### src/rtl/ltds_pkg.sv
// ----------------------------------------------------------------------------
// Light threshold dwell switch package
// Shared constants, codes and types of the light threshold dwell switch.
// ----------------------------------------------------------------------------
package ltds_pkg;

  localparam int WINDOW      = 20;
  localparam int SAMPLE_BITS = 16;

  localparam int LIGHT_BITS     = 16;
  localparam int HOLD_BITS      = 8;
  localparam int STAMP_BITS     = 32;
  localparam int EVENT_BITS     = 2;
  localparam int CFG_DATA_BITS  = 16;
  localparam int CFG_INDEX_BITS = 2;

  localparam int SUM_BITS  = SAMPLE_BITS + $clog2(WINDOW);
  localparam int FILL_BITS = (WINDOW > 1) ? $clog2(WINDOW) : 1;
  localparam int CMP_BITS  = (SAMPLE_BITS > LIGHT_BITS) ? SAMPLE_BITS : LIGHT_BITS;

  // The mean is the window sum times a rounded-up reciprocal of WINDOW; the shift
  // is wide enough that the quotient is exact over the whole range of the sum.
  localparam int DIV_SHIFT  = SUM_BITS + $clog2(WINDOW);
  localparam int RECIP_BITS = SUM_BITS + 1;
  localparam int PROD_BITS  = SUM_BITS + RECIP_BITS;
  localparam logic [RECIP_BITS-1:0] AVG_RECIP =
    RECIP_BITS'(((64'd1 << DIV_SHIFT) + 64'(WINDOW) - 64'd1) / 64'(WINDOW));

  localparam logic [CFG_INDEX_BITS-1:0] REG_LIGHT_THRESHOLD = 2'd0;
  localparam logic [CFG_INDEX_BITS-1:0] REG_ON_HOLD_TICKS   = 2'd1;
  localparam logic [CFG_INDEX_BITS-1:0] REG_OFF_HOLD_TICKS  = 2'd2;

  localparam logic [LIGHT_BITS-1:0] LIGHT_THRESHOLD_RESET = 16'd2000;
  localparam logic [HOLD_BITS-1:0]  ON_HOLD_TICKS_RESET   = 8'd50;
  localparam logic [HOLD_BITS-1:0]  OFF_HOLD_TICKS_RESET  = 8'd100;

  typedef enum logic [3:0] {
    ST_OFF      = 4'b0001,
    ST_ON_WAIT  = 4'b0010,
    ST_ON       = 4'b0100,
    ST_OFF_WAIT = 4'b1000
  } state_t;

  typedef enum logic [EVENT_BITS-1:0] {
    EV_NONE = 2'd0,
    EV_ON   = 2'd1,
    EV_OFF  = 2'd2
  } event_t;

  typedef struct packed {
    logic [LIGHT_BITS-1:0] light_threshold;
    logic [HOLD_BITS-1:0]  on_hold_ticks;
    logic [HOLD_BITS-1:0]  off_hold_ticks;
  } cfg_t;

  typedef struct packed {
    logic   output_on;
    event_t switch_event;
  } fsm_status_t;

  typedef struct packed {
    logic                  output_on;
    logic [EVENT_BITS-1:0] switch_event;
    logic [STAMP_BITS-1:0] tick_stamp;
    logic [LIGHT_BITS-1:0] window_average;
    logic                  average_valid;
  } result_t;

endpackage

### src/rtl/ltds_in_if.sv
// ----------------------------------------------------------------------------
// Light sample channel
// Valid/ready channel that carries one light sample word per tick.
// ----------------------------------------------------------------------------
interface ltds_in_if;
  import ltds_pkg::*;

  logic                  valid;
  logic                  ready;
  logic [LIGHT_BITS-1:0] light_sample;

  modport source (output valid, output light_sample, input ready);
  modport sink (input valid, input light_sample, output ready);
endinterface

### src/rtl/ltds_out_if.sv
// ----------------------------------------------------------------------------
// Switch result channel
// Valid/ready channel that carries one result word per tick.
// ----------------------------------------------------------------------------
interface ltds_out_if;
  import ltds_pkg::*;

  logic                  valid;
  logic                  ready;
  logic                  output_on;
  logic [EVENT_BITS-1:0] switch_event;
  logic [STAMP_BITS-1:0] tick_stamp;
  logic [LIGHT_BITS-1:0] window_average;
  logic                  average_valid;

  modport source (output valid, output output_on, output switch_event, output tick_stamp,
                  output window_average, output average_valid, input ready);
  modport sink (input valid, input output_on, input switch_event, input tick_stamp,
                input window_average, input average_valid, output ready);
endinterface

### src/rtl/ltds_cell.sv
// ----------------------------------------------------------------------------
// Window cell
// One sample of the moving window; shifts its sample on to the next cell.
// ----------------------------------------------------------------------------
module ltds_cell (
  input  logic                             clk,
  input  logic                             shift,
  input  logic [ltds_pkg::SAMPLE_BITS-1:0] d,
  output logic [ltds_pkg::SAMPLE_BITS-1:0] q
);
  import ltds_pkg::*;

  always_ff @(posedge clk) begin
    if (shift) begin
      q <= d;
    end
  end
endmodule

### src/rtl/ltds_fsm.sv
// ----------------------------------------------------------------------------
// Switch state machine
// Four-state on/off machine with minimum dwell after each switch.
// ----------------------------------------------------------------------------
module ltds_fsm (
  input  logic                             clk,
  input  logic                             rst,
  input  logic                             step,
  input  logic [ltds_pkg::SAMPLE_BITS-1:0] avg,
  input  ltds_pkg::cfg_t                   cfg,
  output ltds_pkg::fsm_status_t            status
);
  import ltds_pkg::*;

  state_t               state;
  state_t               state_next;
  logic [HOLD_BITS-1:0] hold_count;
  logic [HOLD_BITS-1:0] hold_count_next;
  logic [HOLD_BITS-1:0] hold_inc;
  event_t               evt;
  logic [CMP_BITS-1:0]  avg_c;
  logic [CMP_BITS-1:0]  thr_c;
  logic                 above;
  logic                 below;

  assign hold_inc = hold_count + 1'b1;
  assign avg_c    = CMP_BITS'(avg);
  assign thr_c    = CMP_BITS'(cfg.light_threshold);
  assign above    = avg_c > thr_c;
  assign below    = avg_c < thr_c;

  always_comb begin
    state_next      = state;
    hold_count_next = hold_count;
    evt             = EV_NONE;
    if (step) begin
      unique case (state)
        ST_OFF: begin
          if (below) begin
            evt        = EV_ON;
            state_next = ST_ON_WAIT;
          end
        end
        ST_ON_WAIT: begin
          hold_count_next = hold_inc;
          if (hold_inc == cfg.on_hold_ticks) begin
            hold_count_next = '0;
            if (above) begin
              evt        = EV_OFF;
              state_next = ST_OFF_WAIT;
            end else begin
              state_next = ST_ON;
            end
          end
        end
        ST_ON: begin
          if (above) begin
            evt        = EV_OFF;
            state_next = ST_OFF_WAIT;
          end
        end
        ST_OFF_WAIT: begin
          hold_count_next = hold_inc;
          if (hold_inc == cfg.off_hold_ticks) begin
            hold_count_next = '0;
            if (below) begin
              evt        = EV_ON;
              state_next = ST_ON_WAIT;
            end else begin
              state_next = ST_OFF;
            end
          end
        end
        default: begin
          state_next = ST_OFF;
        end
      endcase
    end
  end

  always_ff @(posedge clk) begin
    if (rst) begin
      state      <= ST_OFF;
      hold_count <= '0;
    end else begin
      state      <= state_next;
      hold_count <= hold_count_next;
    end
  end

  assign status.output_on    = (state_next == ST_ON_WAIT) || (state_next == ST_ON);
  assign status.switch_event = evt;
endmodule

### src/rtl/light_threshold_dwell_switch_unit.sv
// ----------------------------------------------------------------------------
// Light threshold dwell switch
// Moving-average light switch with minimum dwell after each switch.
// ----------------------------------------------------------------------------
// Each light sample word on the samples channel is one periodic tick. The
// sample enters a shift chain of WINDOW cells and a running window sum. Once
// WINDOW samples have arrived, the truncated mean is compared with the light
// threshold and steps the on/off machine. Every accepted sample gives exactly
// one result word on the results channel: output state, switch event, tick
// stamp, window average and a flag that the window is full.
// The whole tick is worked out in the cycle of acceptance, and the result
// word is registered into the output buffer. A new sample is taken in every
// cycle while the buffer has room. The path from the running sum through the
// reciprocal multiply that divides by WINDOW and the threshold compare sets
// the clock period. A two-word output buffer holds results while the receiver
// stalls; samples are taken until both words are full. Reset clears the tick
// counter, window fill, running sum, machine state and output buffer, and
// loads the default configuration. Configuration words are written through
// cfg_we, cfg_index and cfg_data while the block is idle; the user is bound
// to that, as the block itself does not enforce it.
// ----------------------------------------------------------------------------
module light_threshold_dwell_switch_unit (
  input  logic                                clk,
  input  logic                                rst,
  ltds_in_if.sink                             samples,
  ltds_out_if.source                          results,
  input  logic                                cfg_we,
  input  logic [ltds_pkg::CFG_INDEX_BITS-1:0] cfg_index,
  input  logic [ltds_pkg::CFG_DATA_BITS-1:0]  cfg_data
);
  import ltds_pkg::*;

  cfg_t                   cfg;
  logic                   accept;
  logic                   full;
  logic                   wrapped;
  logic [FILL_BITS-1:0]   fill_count;
  logic [SUM_BITS-1:0]    window_sum;
  logic [SUM_BITS-1:0]    window_sum_next;
  logic [STAMP_BITS-1:0]  tick_count;
  logic [STAMP_BITS-1:0]  tick_count_next;
  logic [SAMPLE_BITS-1:0] sample;
  logic [SAMPLE_BITS-1:0] dropped;
  logic [PROD_BITS-1:0]   avg_prod;
  logic [SAMPLE_BITS-1:0] avg;
  logic [SAMPLE_BITS-1:0] taps [WINDOW];
  fsm_status_t            status;
  result_t                word_new;
  result_t                word0;
  result_t                word1;
  logic                   valid0;
  logic                   valid1;
  logic                   pop;

  always_ff @(posedge clk) begin
    if (rst) begin
      cfg.light_threshold <= LIGHT_THRESHOLD_RESET;
      cfg.on_hold_ticks   <= ON_HOLD_TICKS_RESET;
      cfg.off_hold_ticks  <= OFF_HOLD_TICKS_RESET;
    end else if (cfg_we) begin
      unique case (cfg_index)
        REG_LIGHT_THRESHOLD: cfg.light_threshold <= LIGHT_BITS'(cfg_data);
        REG_ON_HOLD_TICKS:   cfg.on_hold_ticks   <= HOLD_BITS'(cfg_data);
        REG_OFF_HOLD_TICKS:  cfg.off_hold_ticks  <= HOLD_BITS'(cfg_data);
        default: begin
        end
      endcase
    end
  end

  assign samples.ready = !valid1;
  assign accept        = samples.valid && samples.ready;
  assign sample        = SAMPLE_BITS'(samples.light_sample);

  genvar i;
  generate
    for (i = 0; i < WINDOW; i++) begin : g_cell
      if (i == 0) begin : g_head
        ltds_cell u_cell (.clk(clk), .shift(accept), .d(sample), .q(taps[i]));
      end else begin : g_link
        ltds_cell u_cell (.clk(clk), .shift(accept), .d(taps[i-1]), .q(taps[i]));
      end
    end
  endgenerate

  assign full            = (fill_count == FILL_BITS'(WINDOW - 1));
  assign dropped         = wrapped ? taps[WINDOW-1] : '0;
  assign window_sum_next = window_sum + SUM_BITS'(sample) - SUM_BITS'(dropped);
  assign avg_prod        = PROD_BITS'(window_sum_next) * PROD_BITS'(AVG_RECIP);
  assign avg             = SAMPLE_BITS'(avg_prod >> DIV_SHIFT);
  assign tick_count_next = tick_count + 1'b1;

  always_ff @(posedge clk) begin
    if (rst) begin
      fill_count <= '0;
      wrapped    <= 1'b0;
      window_sum <= '0;
      tick_count <= '0;
    end else if (accept) begin
      window_sum <= window_sum_next;
      tick_count <= tick_count_next;
      if (full) begin
        wrapped <= 1'b1;
      end else begin
        fill_count <= fill_count + 1'b1;
      end
    end
  end

  ltds_fsm u_fsm (
    .clk    (clk),
    .rst    (rst),
    .step   (accept && full),
    .avg    (avg),
    .cfg    (cfg),
    .status (status)
  );

  assign word_new.output_on      = status.output_on;
  assign word_new.switch_event   = status.switch_event;
  assign word_new.tick_stamp     = tick_count_next;
  assign word_new.window_average = full ? LIGHT_BITS'(avg) : '0;
  assign word_new.average_valid  = full;

  assign pop = valid0 && results.ready;

  always_ff @(posedge clk) begin
    if (rst) begin
      valid0 <= 1'b0;
      valid1 <= 1'b0;
    end else if (pop) begin
      if (valid1) begin
        valid1 <= accept;
      end else begin
        valid0 <= accept;
      end
    end else if (accept) begin
      if (!valid0) begin
        valid0 <= 1'b1;
      end else begin
        valid1 <= 1'b1;
      end
    end
  end

  always_ff @(posedge clk) begin
    if (pop) begin
      if (valid1) begin
        word0 <= word1;
        if (accept) begin
          word1 <= word_new;
        end
      end else if (accept) begin
        word0 <= word_new;
      end
    end else if (accept) begin
      if (!valid0) begin
        word0 <= word_new;
      end else begin
        word1 <= word_new;
      end
    end
  end

  assign results.valid          = valid0;
  assign results.output_on      = word0.output_on;
  assign results.switch_event   = word0.switch_event;
  assign results.tick_stamp     = word0.tick_stamp;
  assign results.window_average = word0.window_average;
  assign results.average_valid  = word0.average_valid;
endmodule
### src/flat_wrapper.sv
// flat-port wrapper written by rule: the top's interface ports become plain ports
module light_threshold_dwell_switch_unit_flat import ltds_pkg::*;
  (clk, rst, cfg_we, cfg_index, cfg_data, samples_valid, samples_light_sample, samples_ready, results_valid, results_output_on, results_switch_event, results_tick_stamp, results_window_average, results_average_valid, results_ready);
  ltds_in_if samples_i ();
  ltds_out_if results_i ();
  input  logic clk;
  input  logic rst;
  input  logic cfg_we;
  input  logic [ltds_pkg::CFG_INDEX_BITS-1:0] cfg_index;
  input  logic [ltds_pkg::CFG_DATA_BITS-1:0] cfg_data;
  input wire logic [$bits(samples_i.valid)-1:0] samples_valid;
  input wire logic [$bits(samples_i.light_sample)-1:0] samples_light_sample;
  output wire logic [$bits(samples_i.ready)-1:0] samples_ready;
  output wire logic [$bits(results_i.valid)-1:0] results_valid;
  output wire logic [$bits(results_i.output_on)-1:0] results_output_on;
  output wire logic [$bits(results_i.switch_event)-1:0] results_switch_event;
  output wire logic [$bits(results_i.tick_stamp)-1:0] results_tick_stamp;
  output wire logic [$bits(results_i.window_average)-1:0] results_window_average;
  output wire logic [$bits(results_i.average_valid)-1:0] results_average_valid;
  input wire logic [$bits(results_i.ready)-1:0] results_ready;
  assign samples_i.valid = samples_valid;
  assign samples_i.light_sample = samples_light_sample;
  assign samples_ready = samples_i.ready;
  assign results_valid = results_i.valid;
  assign results_output_on = results_i.output_on;
  assign results_switch_event = results_i.switch_event;
  assign results_tick_stamp = results_i.tick_stamp;
  assign results_window_average = results_i.window_average;
  assign results_average_valid = results_i.average_valid;
  assign results_i.ready = results_ready;
  light_threshold_dwell_switch_unit u_core (.clk(clk), .rst(rst), .samples(samples_i), .results(results_i), .cfg_we(cfg_we), .cfg_index(cfg_index), .cfg_data(cfg_data));
endmodule
### config.mk
export PLATFORM = sky130hd
export DESIGN_NAME = light_threshold_dwell_switch_unit_flat
export DESIGN_NICKNAME = d
export VERILOG_FILES = /design/src/rtl/ltds_pkg.sv /design/src/rtl/ltds_in_if.sv /design/src/rtl/ltds_out_if.sv /design/src/rtl/ltds_cell.sv /design/src/rtl/ltds_fsm.sv /design/src/rtl/light_threshold_dwell_switch_unit.sv /design/src/flat_wrapper.sv
export SDC_FILE = /design/constraint.sdc
export NUM_CORES = 1
export LEC_CHECK = 0
export ABC_AREA = 0
export BUFFER_PORTS_ARGS = -buffer_cell sky130_fd_sc_hd__buf_2
export CAP_MARGIN = 20
export CORE_MARGIN = 2
export CORE_UTILIZATION = 65
export CTS_CLUSTER_DIAMETER = 120
export DETAILED_ROUTE_END_ITERATION = 16
export GPL_TIMING_DRIVEN = 0
export PLACE_DENSITY = 0.91
export SYNTH_ARGS = -nofsm -noshare
export SYNTH_HDL_FRONTEND = slang
export SYNTH_SLANG_ARGS = --single-unit
### constraint.sdc
create_clock -name clk -period 19.15 [get_ports clk]
set_clock_uncertainty 0.2 [all_clocks]
set_input_delay 0.9575 -clock clk [delete_from_list [all_inputs] [get_ports clk]]
set_output_delay 0.9575 -clock clk [all_outputs]
set_load 0.02 [all_outputs]
==> results.md, run 1 <==
* Status: completed
* Async SR Flop Fraction at 0%
* Total congestion overflow at 0
* Most used cell, CP: ha_1
* Met3 global-route usage at about 5.7%
* Min-delay src: u_core.g_cell[12].g_link.u_cell.q[14]
* Vias at approximately 18,000
* Max cap viols at 0
* FF+latch count, synth at about 530
* RR Endpoint: u_core.results.output_on
* CTS Buffer Depth at 3
* Hpwl dp at between 40 and 50 mm
* Critical path's top delay family: adder cells
* Tmin final at 12.95 ns
* Number of synthesized flops with an enable pin at between 400 and 500
* Share of post-route cells with drive strength above 1 at roughly 8.7%
* WHS Endpoint: u_core.g_cell[13].g_link.u_cell.q[14]
* Area occupied by multi-input gates at approximately 0.012 mm2
* Synthesis Warnings at 0
* Worst-Margin Slew at 1.16 ns
* Hold WC Path Type: reg2reg
* R2R setup slack at just over 6 ns
* Core Footprint at roughly 0.042 mm2
* Total Routed Length at 63.3 mm
* Register area share after synthesis at a little over half
* Fin crit share at 67.6%
* DRT antenna net count at 0
* Total global-route track usage at around 29%
* Slowest CP cell: xor2_1
* Die ar. at 0.0447 mm2
* CP startpoint: u_core.wrapped
* CTS tree: built
* Relative slew slack at between 20% and 30%
* Mapped Area at 0.0280 mm2
* Nets@finish at ~2,800
* Final Setup Violations at 0
* DRC at 0
* Synth Instances at between 2,000 and 2,500
* Reg area at 0.0148 mm2
* Synth unique cells at between 70 and 80
* Initial antenna violation count at 1
* GR peak layer: met2
* Final slew viol count at 0
* Fillers at around 2,600
* Setup Fix Bufs, Post-CTS at 0
* Critical Path End Type: flop
* Worst skew pair latency at 0.60 ns
* Routed wire per std cell at between 20 and 25 um
* Req. time, crit path at about 19 ns
* Clock Root Buffer: clkbuf_16
* CP max stage delay at roughly 0.7 ns
* FF-to-FF path depth at 44
* Worst-path clk slew at 0.07 ns
* Largest net degree at the start of global routing at between 70 and 80
* Setup_tns at 0 ns
* # clock sinks at ~530
* Die W at around 210 um
* Syn Nets at 2,671
* Post-synthesis area per instance at about 13 um2
* Number of DRC markers in iteration 0 at 1,998
* Hold Fails Final Rpt at 0
* RSZ-0062 raised after global routing: false
* Synth-to-Final Area Change at 10.4%
* Reg2reg start: u_core.wrapped
* Crit start category: flop
* Hold buffers post-CTS at 0
* Crit path DAT at 13.12 ns
* IO buf count at 92
* Highest Clock Rate at ~77 MHz
* Top_reg_cell synth: edfxtp_1
* Cts bufs inserted at 49
* WP buf/inv at 7
* Post-cts resize count at 0
* Row count at between 70 and 80
* Critical path fanouts, max at 10
* Die Y at between 200 and 250 um
* Initial Util at about two thirds
* Htree depth at 2
* Routed vias/inst at 6.04
* First-pass GRT wire length at about 99 mm
* Critical path type: reg2reg
* Hold path cells at 0
* IO Pins at 93
* Drt first pass iters at 6
* Met2 Use GR at slightly below 50%
* Global-route met1 utilization at between 30% and 40%
* RD Place Congestion at roughly 0.97
* Vias in the first global route at ~19,000
==> routing by layer <==
metal	vias up	wire length, um
li1	7903	-
met1	8703	24200
met2	1007	30900
met3	273	5110
met4	0	3140
met5	-	0
==> state kept, by name, indices dropped and copies added (netlist names), 16 cells and up <==
register and count:
u_core.g_cell.g_head.u_cell.q 16, u_core.results.window_average 16, u_core.tick_count 32, u_core.results.tick_stamp 32
u_core.word1 52, u_core.cfg 32, u_core.window_sum 21, u_core.g_cell.g_link.u_cell.q 304
==> area by class of cell <==
type / instances / area share, %
sequential: 529 / 48.0
multi-input combinational: 1293 / 37.5
inverter: 355 / 4.32
clock buffer: 59 / 4.23
tap: 539 / 2.18
timing repair buffer: 98 / 2.00
clock inverter: 29 / 0.956
buffer: 59 / 0.798
antenna: 1 / 0.00810
==> cell families after synthesis <==
family,share of synthesized area (%)
XOR/XNOR,4.45
buffers and inverters,5.63
AND/OR/NAND/NOR,7.77
adder cells (fa/ha/maj),22.0
flip-flops,53.0
multiplexers,1.21
AO/OA/AOI/OAI,5.93
==> synth_stat cells (all sizes together) (3+ instances only) <==
library cell / n / area (um2)
edfxtp: 424 / 12700
inv: 355 / 1330
ha: 239 / 2990
nor2: 176 / 661
fa: 157 / 3140
nand2: 133 / 499
dfxtp: 105 / 2100
a21oi: 88 / 452
xnor2: 70 / 613
xor2: 67 / 587
clkbuf: 49 / 185
nand3: 41 / 205
o21ai: 35 / 179
a21o: 34 / 255
and2: 29 / 183
mux2i: 18 / 180
nor3: 18 / 95.1
nand4: 17 / 106
a211oi: 16 / 120
mux2: 14 / 158
and3: 13 / 81.3
o211ai: 12 / 95.1
buf: 10 / 57.6
nand2b: 9 / 56.3
o31ai: 9 / 67.6
a311oi: 8 / 70.1
o21a: 8 / 60.1
a22o: 6 / 52.6
and4: 6 / 52.6
o2111ai: 5 / 43.8
or3: 5 / 31.3
a31oi: 4 / 25.0
nand3b: 4 / 33.8
nor2b: 4 / 25.0
nor4: 4 / 31.3
or4: 4 / 30.0
o22ai: 3 / 18.8
==> metrics by stage <==
step	worst slack [ns]	utilization (%)	hold slack, ns	cell area [um2]	std cells
2_1_floorplan	7.83	-	0.200	28000	2236
3_3_place_gp	4.66	68.9	0.201	29100	2867
3_5_place_dp	6.39	69.3	0.205	29300	2873
4_1_cts	6.33	73.1	0.207	30900	2961
5_1_grt	5.52	73.1	0.212	30900	2961
6_report	6.20	73.1	0.210	30900	2962
==> cell usage in the layout, fill, tap and decap left out, types with 12 or more instances in the layout <==
cell       instances
mux2i_1           18
edfxtp_1         424
nand3_1           41
and2_1            28
a211oi_1          16
a21o_1            34
fa_1             157
o21ai_0           32
dfxtp_1          105
buf_2             93
nand4_1           17
a21oi_1           84
mux2_2            14
nor2_1           176
clkbuf_1          54
xnor2_1           70
ha_1             239
nor3_1            17
clkbuf_16         50
inv_1            352
nand2_1          133
and3_1            12
xor2_1            67
==> worst max path at each step <==
stage	end	slack [ns]	cells after the start
after floorplan	u_core.window_sum[10]	7.83	5
after global placement	u_core.g_cell[0].g_head.u_cell.q[4]	4.66	5
after detailed placement	u_core.results.output_on	6.39	44
after CTS	u_core.results.output_on	6.33	44
after global routing	u_core.results.output_on	5.52	44
final	u_core.results.output_on	6.20	44
Power of run 1 is left out: the tool's default activity adds up to more than one toggle a clock period on the data nets, which glitch-free logic cannot reach.
==> run 2, diff against run 1 <==
--- a/config.mk
+++ b/config.mk
@@ -5,15 +5,15 @@
 export SDC_FILE = /design/constraint.sdc
 export NUM_CORES = 1
 export LEC_CHECK = 0
-export ABC_AREA = 0
+export ABC_AREA = 1
 export BUFFER_PORTS_ARGS = -buffer_cell sky130_fd_sc_hd__buf_2
 export CAP_MARGIN = 20
 export CORE_MARGIN = 2
-export CORE_UTILIZATION = 65
+export CORE_UTILIZATION = 63
 export CTS_CLUSTER_DIAMETER = 120
 export DETAILED_ROUTE_END_ITERATION = 16
 export GPL_TIMING_DRIVEN = 0
-export PLACE_DENSITY = 0.91
+export PLACE_DENSITY = 0.89
 export SYNTH_ARGS = -nofsm -noshare
 export SYNTH_HDL_FRONTEND = slang
 export SYNTH_SLANG_ARGS = --single-unit
==> constraint.sdc (replaced) <==
create_clock -name clk -period 12.7 [get_ports clk]
set_clock_uncertainty 0.2 [all_clocks]
set_input_delay 0.635 -clock clk [delete_from_list [all_inputs] [get_ports clk]]
set_output_delay 0.635 -clock clk [all_outputs]
set_load 0.02 [all_outputs]
==> results.md, run 2 <==
* Status: completed
* WP buf/inv at 6
* Synth unique cells at 56
* Routed wire per std cell at roughly 20 um
* Worst-Margin Slew at between 0.9 and 1 ns
* First-pass GRT wire length at 109 mm
* CTS tree: built
* Final Setup Violations at 0
* Relative slew slack at 33.5%
* Critical Path End Type: flop
* Most common cell after layout, fill and taps aside: inv_1
* Crit start category: flop
* Register area share after synthesis at about 51%
* Cts bufs inserted at between 40 and 50
* Fillers at 3,089
* Vias in the first global route at slightly above 20,000
* Total congestion overflow at 0
* Critical path's top delay family: adder cells
* Compound-Gate Fraction of Synth Area at 6.13%
* Slowest CP cell: xor2_1
* Mapped Area at between 0.02 and 0.03 mm2
* Routed vias/inst at ~5.7
* Core Footprint at ~0.045 mm2
* # clock sinks at between 500 and 600
* Synth-to-Final Area Change at 10.0%
* Async SR Flop Fraction at 0%
* Top_reg_cell synth: edfxtp_1
* CTS Buffer Depth at 3
* Setup Fix Bufs, Post-CTS at 0
* Synth Instances at about 2,700
* DRT antenna net count at 0
* Critical path type: reg2reg
* Total Routed Length at 69.5 mm
* Register with the most flip-flops: u_core.g_cell.g_link.u_cell.q
* Post-synthesis area per instance at 10.8 um2
* Critical path fanouts, max at 10
* Req. time, crit path at approximately 13 ns
* DRC at 0
* Total global-route track usage at between 30% and 40%
* Max cap viols at 0
* Worst-path clk slew at ~0.07 ns
* Hold WS at about 0.035 ns
* Post-placement cell area at 0.0303 mm2
* Hold Fails Final Rpt at 0
* Final slew viol count at 0
* Hpwl dp at approximately 50 mm
* Clock Root Buffer: clkbuf_16
* Htree depth at 2
* Number of synthesized flops with an enable pin at about 420
* Hold WC Path Type: in2reg
* Cell taking the most area after synthesis: edfxtp_1
* Drt first pass iters at 8
* IO Pins at 93
* Nets@finish at approximately 3,300
* CP max stage delay at between 0.7 and 0.8 ns
* Crit path DAT at 11.87 ns
* IO buf count at between 90 and 100
* RD Place Congestion at between 0.9 and 1
* Fin crit share at 92.5%
* Largest family of logic cells by synthesized area: adder cells
* Simple-gate share of the synthesized area at between 10% and 20%
* Row count at slightly below 80
* FF+latch count, synth at between 500 and 600
* Tmin final at 11.75 ns
* Ranking of synthesized cells by area: edfxtp_1 44%, fa_1 11%, ha_1 10%, dfxtp_1 7.3%, inv_1 7.1%
* Adder-cell share of the synthesized area at between 20% and 30%
* Final core utilization at roughly 70%
* Most numerous cell in the Yosys netlist: inv_1
* Synthesis Warnings at 0
* Biggest regs: u_core.g_cell.g_link.u_cell.q x304, u_core.word1 x52
* Xor-xnor portion of the synthesized cell area at 2.30%
* Worst skew pair latency at about 0.60 ns
* Vias at roughly 20,000
* Commonest cells after routing, fill and taps aside: 550 x inv_1, 424 x edfxtp_1, 412 x nand2_1
* Die W at around 220 um
* Die Y at approximately 220 um
* Number of DRC markers in iteration 0 at around 2,200
* Hold buffers post-CTS at 0
* Die ar. at roughly 0.048 mm2
* RSZ-0062 raised after global routing: false
* Initial antenna violation count at 0
* Mux cell area share after synthesis at 0.138%
* Post-cts resize count at 0
* Top cell type's share of synthesized area at a little over two fifths
* Top post-synthesis cells by count: 550 x inv_1, 424 x edfxtp_1, 412 x nand2_1
* Largest net degree at the start of global routing at around 130
* Post-Layout Inst Area at ~0.032 mm2
* Initial Util at 63.8%
* Syn Nets at 3,111
* Setup_tns at 0 ns
* Max reg flops at just over 300
* Share of post-route cells with drive strength above 1 at under 10%
* Highest Clock Rate at between 80 and 90 MHz
-- run 2: changes by cell type after synthesis, sizes merged, moves of 13 or more --
cell | before | now
o21ai | 35 | 128
mux2 | 14 | 0
nand2 | 133 | 420
a21o | 34 | 11
a21oi | 88 | 150
xor2 | 67 | 54
nand3 | 41 | 74
and2 | 29 | 1
mux2i | 18 | 4
clkbuf | 49 | 34
xnor2 | 70 | 16
a211oi | 16 | 2
inv | 355 | 557
-- run 2: through the flow --
stage,cells,setup slack (ns)
after global routing,3463,0.404
final,3464,0.948
after CTS,3462,1.12
after floorplan,2676,3.57
after global placement,3367,1.64
after detailed placement,3371,1.46
-- run 2: cell families after synthesis --
kind of cell | after synthesis
and+or+nand+nor | 749
xor gates and xnor gates | 70
DFF | 529
buffers and inverters | 601
muxes | 4
adders and majority gates | 396
AOI/OAI and AO/OA | 327
-- run 2: final timing paths --
path                                        from                                    to  slack (ns)  cells past startpoint
max                               u_core.wrapped              u_core.results.output_on        0.95                     40
min                     samples_light_sample[15]  u_core.g_cell[0].g_head.u_cell.q[15]        0.04                      1
max reg2reg                       u_core.wrapped              u_core.results.output_on        0.95                     40
min reg2reg  u_core.g_cell[2].g_link.u_cell.q[8]   u_core.g_cell[3].g_link.u_cell.q[8]        0.21                      0
-- run 2: cell type report --
type | instances | area [um2] | area share (%)
clock inverter | 24 | 238 | 0.746
sequential | 529 | 14800 | 46.6
buffer | 42 | 174 | 0.546
tap | 600 | 751 | 2.36
clock buffer | 67 | 1330 | 4.16
multi-input combinational | 1546 | 11900 | 37.2
antenna | 1 | 2.50 | 0.00786
timing repair buffer | 96 | 566 | 1.78
inverter | 559 | 2100 | 6.59
-- run 2: layer usage --
layer / wire [um] / up-vias / track usage (%) / share of wire [%]
li1: - / 9028 / - / -
met2: 34100 / 988 / 50.9 / 49
met5: 0 / - / 0 / 0
met4: 2820 / 0 / 12.0 / 4.1
met1: 27400 / 9572 / 38.9 / 39
met3: 5190 / 220 / 4.84 / 7.5
-- run 2: worst reg2reg max path: cells and delay by family (launching register included) --
kind	cells	cell delay, ns
fa+ha+maj	11	4.62
flops	1	0.30
compound gates	11	2.54
buf+inv	6	1.22
xor+xnor	2	1.12
simple gates	10	1.46
Power of run 2 is left out for the same reason.
==> run 3, diff against run 2 <==
--- a/config.mk
+++ b/config.mk
@@ -8,8 +8,10 @@
 export ABC_AREA = 1
 export BUFFER_PORTS_ARGS = -buffer_cell sky130_fd_sc_hd__buf_2
 export CAP_MARGIN = 20
+export CELL_PAD_IN_SITES_DETAIL_PLACEMENT = 1
+export CELL_PAD_IN_SITES_GLOBAL_PLACEMENT = 1
 export CORE_MARGIN = 2
-export CORE_UTILIZATION = 63
+export CORE_UTILIZATION = 51
 export CTS_CLUSTER_DIAMETER = 120
 export DETAILED_ROUTE_END_ITERATION = 16
 export GPL_TIMING_DRIVEN = 0
==> results.md, run 3 (synthesis gave the netlist of run 2 again) <==
* Max reg flops at 304
* Hold Fails Final Rpt at 0
* Max cap viols at 0
* Reg area at around 0.015 mm2
* Most used cell, CP: a21oi_1
* First-pass GRT wire length at between 100 and 150 mm
* Setup_tns at 0 ns
* Die Y at between 200 and 250 um
* Fin crit share at between 90% and 100%
* Critical path type: reg2reg
* Register with the most flip-flops: u_core.g_cell.g_link.u_cell.q
* Req. time, crit path at about 13 ns
* Relative slew slack at a little under a third
* Initial Util at between 50% and 60%
* Slowest CP cell: xor2_1
* Post-cts resize count at 0
* Crit path DAT at ~12 ns
* Final Setup Violations at 0
* Number of DRC markers in iteration 0 at ~1,200
* IO buf count at between 90 and 100
* Biggest regs: u_core.g_cell.g_link.u_cell.q x304, u_core.word1 x52
* Htree depth at 2
* Worst-path clk slew at 0.06 ns
* Share of post-route cells with drive strength above 1 at between 8 and 9%
* CP max stage delay at 0.72 ns
* Crit start category: flop
* Row count at 87
* Nets@finish at 3,263
* Total global-route track usage at 26.6%
* Most common cell after layout, fill and taps aside: inv_1
* Vias at roughly 20,000
* Worst-Margin Slew at between 1 and 1.5 ns
* DRT antenna net count at 0
* Core Footprint at between 0.05 and 0.06 mm2
* Worst skew pair latency at between 0.6 and 0.7 ns
* Highest Clock Rate at 87.5 MHz
* Fillers at slightly above 6,000
* Synth-to-Final Area Change at 11.3%
* RD Place Congestion at between 0.9 and 1
* CTS Buffer Depth at 3
* # clock sinks at ~530
* Setup Fix Bufs, Post-CTS at 0
* Tmin final at between 10 and 15 ns
* Critical path fanouts, max at 10
* Vias in the first global route at 21,700
* Total Routed Length at about 76 mm
* DRC at 0
* Hpwl dp at approximately 58 mm
* Initial antenna violation count at 1
* Commonest cells after routing, fill and taps aside: 550 x inv_1, 424 x edfxtp_1, 412 x nand2_1
* Routed wire per std cell at roughly 21 um
* Area occupied by multi-input gates at 0.0119 mm2
* Cts bufs inserted at 53
* CTS tree: built
* RSZ-0062 raised after global routing: false
* Critical Path End Type: flop
* Hold WS at around 0.038 ns
* R2R setup slack at around 1.3 ns
* Drt first pass iters at 5
* Routed vias/inst at approximately 5.4
* Status: completed
* Total congestion overflow at 0
* IO Pins at a little over 90
* Largest net degree at the start of global routing at roughly 130
* Hold WC Path Type: in2reg
* Final slew viol count at 0
* Clock Root Buffer: clkbuf_16
* Die W at ~240 um
* Die ar. at 0.0587 mm2
* Hold buffers post-CTS at 0
-- run 3: cell types whose count changed in the layout (fill, tap and decap cells not counted), moves of 2 or more --
cell	change
buf_16	+2
bufinv_16	-2
clkbuf_1	-7
clkbuf_16	+4
clkinv_16	+2
clkinv_2	+8
clkinv_8	-2
clkinvlp_4	+5
-- run 3: path summary, 6_finish.rpt --
check	cells past startpoint	end	start
worst min-delay path	1	u_core.g_cell[0].g_head.u_cell.q[0]	samples_light_sample[0]
worst max register to register	40	u_core.results.output_on	u_core.wrapped
worst max-delay path	40	u_core.results.output_on	u_core.wrapped
worst min register to register	0	u_core.g_cell[5].g_link.u_cell.q[11]	u_core.g_cell[4].g_link.u_cell.q[11]
-- run 3: final cells by class --
class / count / share of cell area (%)
clock buffer: 64 / 4.37
timing repair buffer: 97 / 1.86
antenna: 1 / 0.00777
inverter: 559 / 6.51
clock inverter: 35 / 0.890
tap: 756 / 2.94
sequential: 529 / 46.1
multi-input combinational: 1546 / 36.8
buffer: 42 / 0.540
-- run 3: metal layers --
metal / vias to the layer above / track usage (%) / wire length, um
met5: - / 0 / 13
met4: 2 / 9.53 / 2530
met3: 163 / 3.27 / 3130
met2: 486 / 46.9 / 38600
met1: 9849 / 33.8 / 31600
li1: 9023 / - / -
-- run 3: through the flow --
stage | utilization [%] | instances | setup WS, ns | cell area, um2
3_5_place_dp | 54.2 | 3528 | 1.45 | 30500
5_1_grt | 57.2 | 3628 | 0.616 | 32200
6_report | 57.2 | 3629 | 1.27 | 32200
2_1_floorplan | - | 2676 | 3.57 | 28900
4_1_cts | 57.2 | 3627 | 1.32 | 32200
3_3_place_gp | 53.9 | 3523 | 1.64 | 30300
-- run 3: worst max-delay path: cells and delay by family (launching register included) --
family	cells	cell delay (ns)
compound gates	12	2.51
xor+xnor	2	1.13
fa+ha+maj	11	4.61
buf+inv	6	1.14
flops	1	0.30
simple gates	9	1.27
Power of run 3 is left out for the same reason.
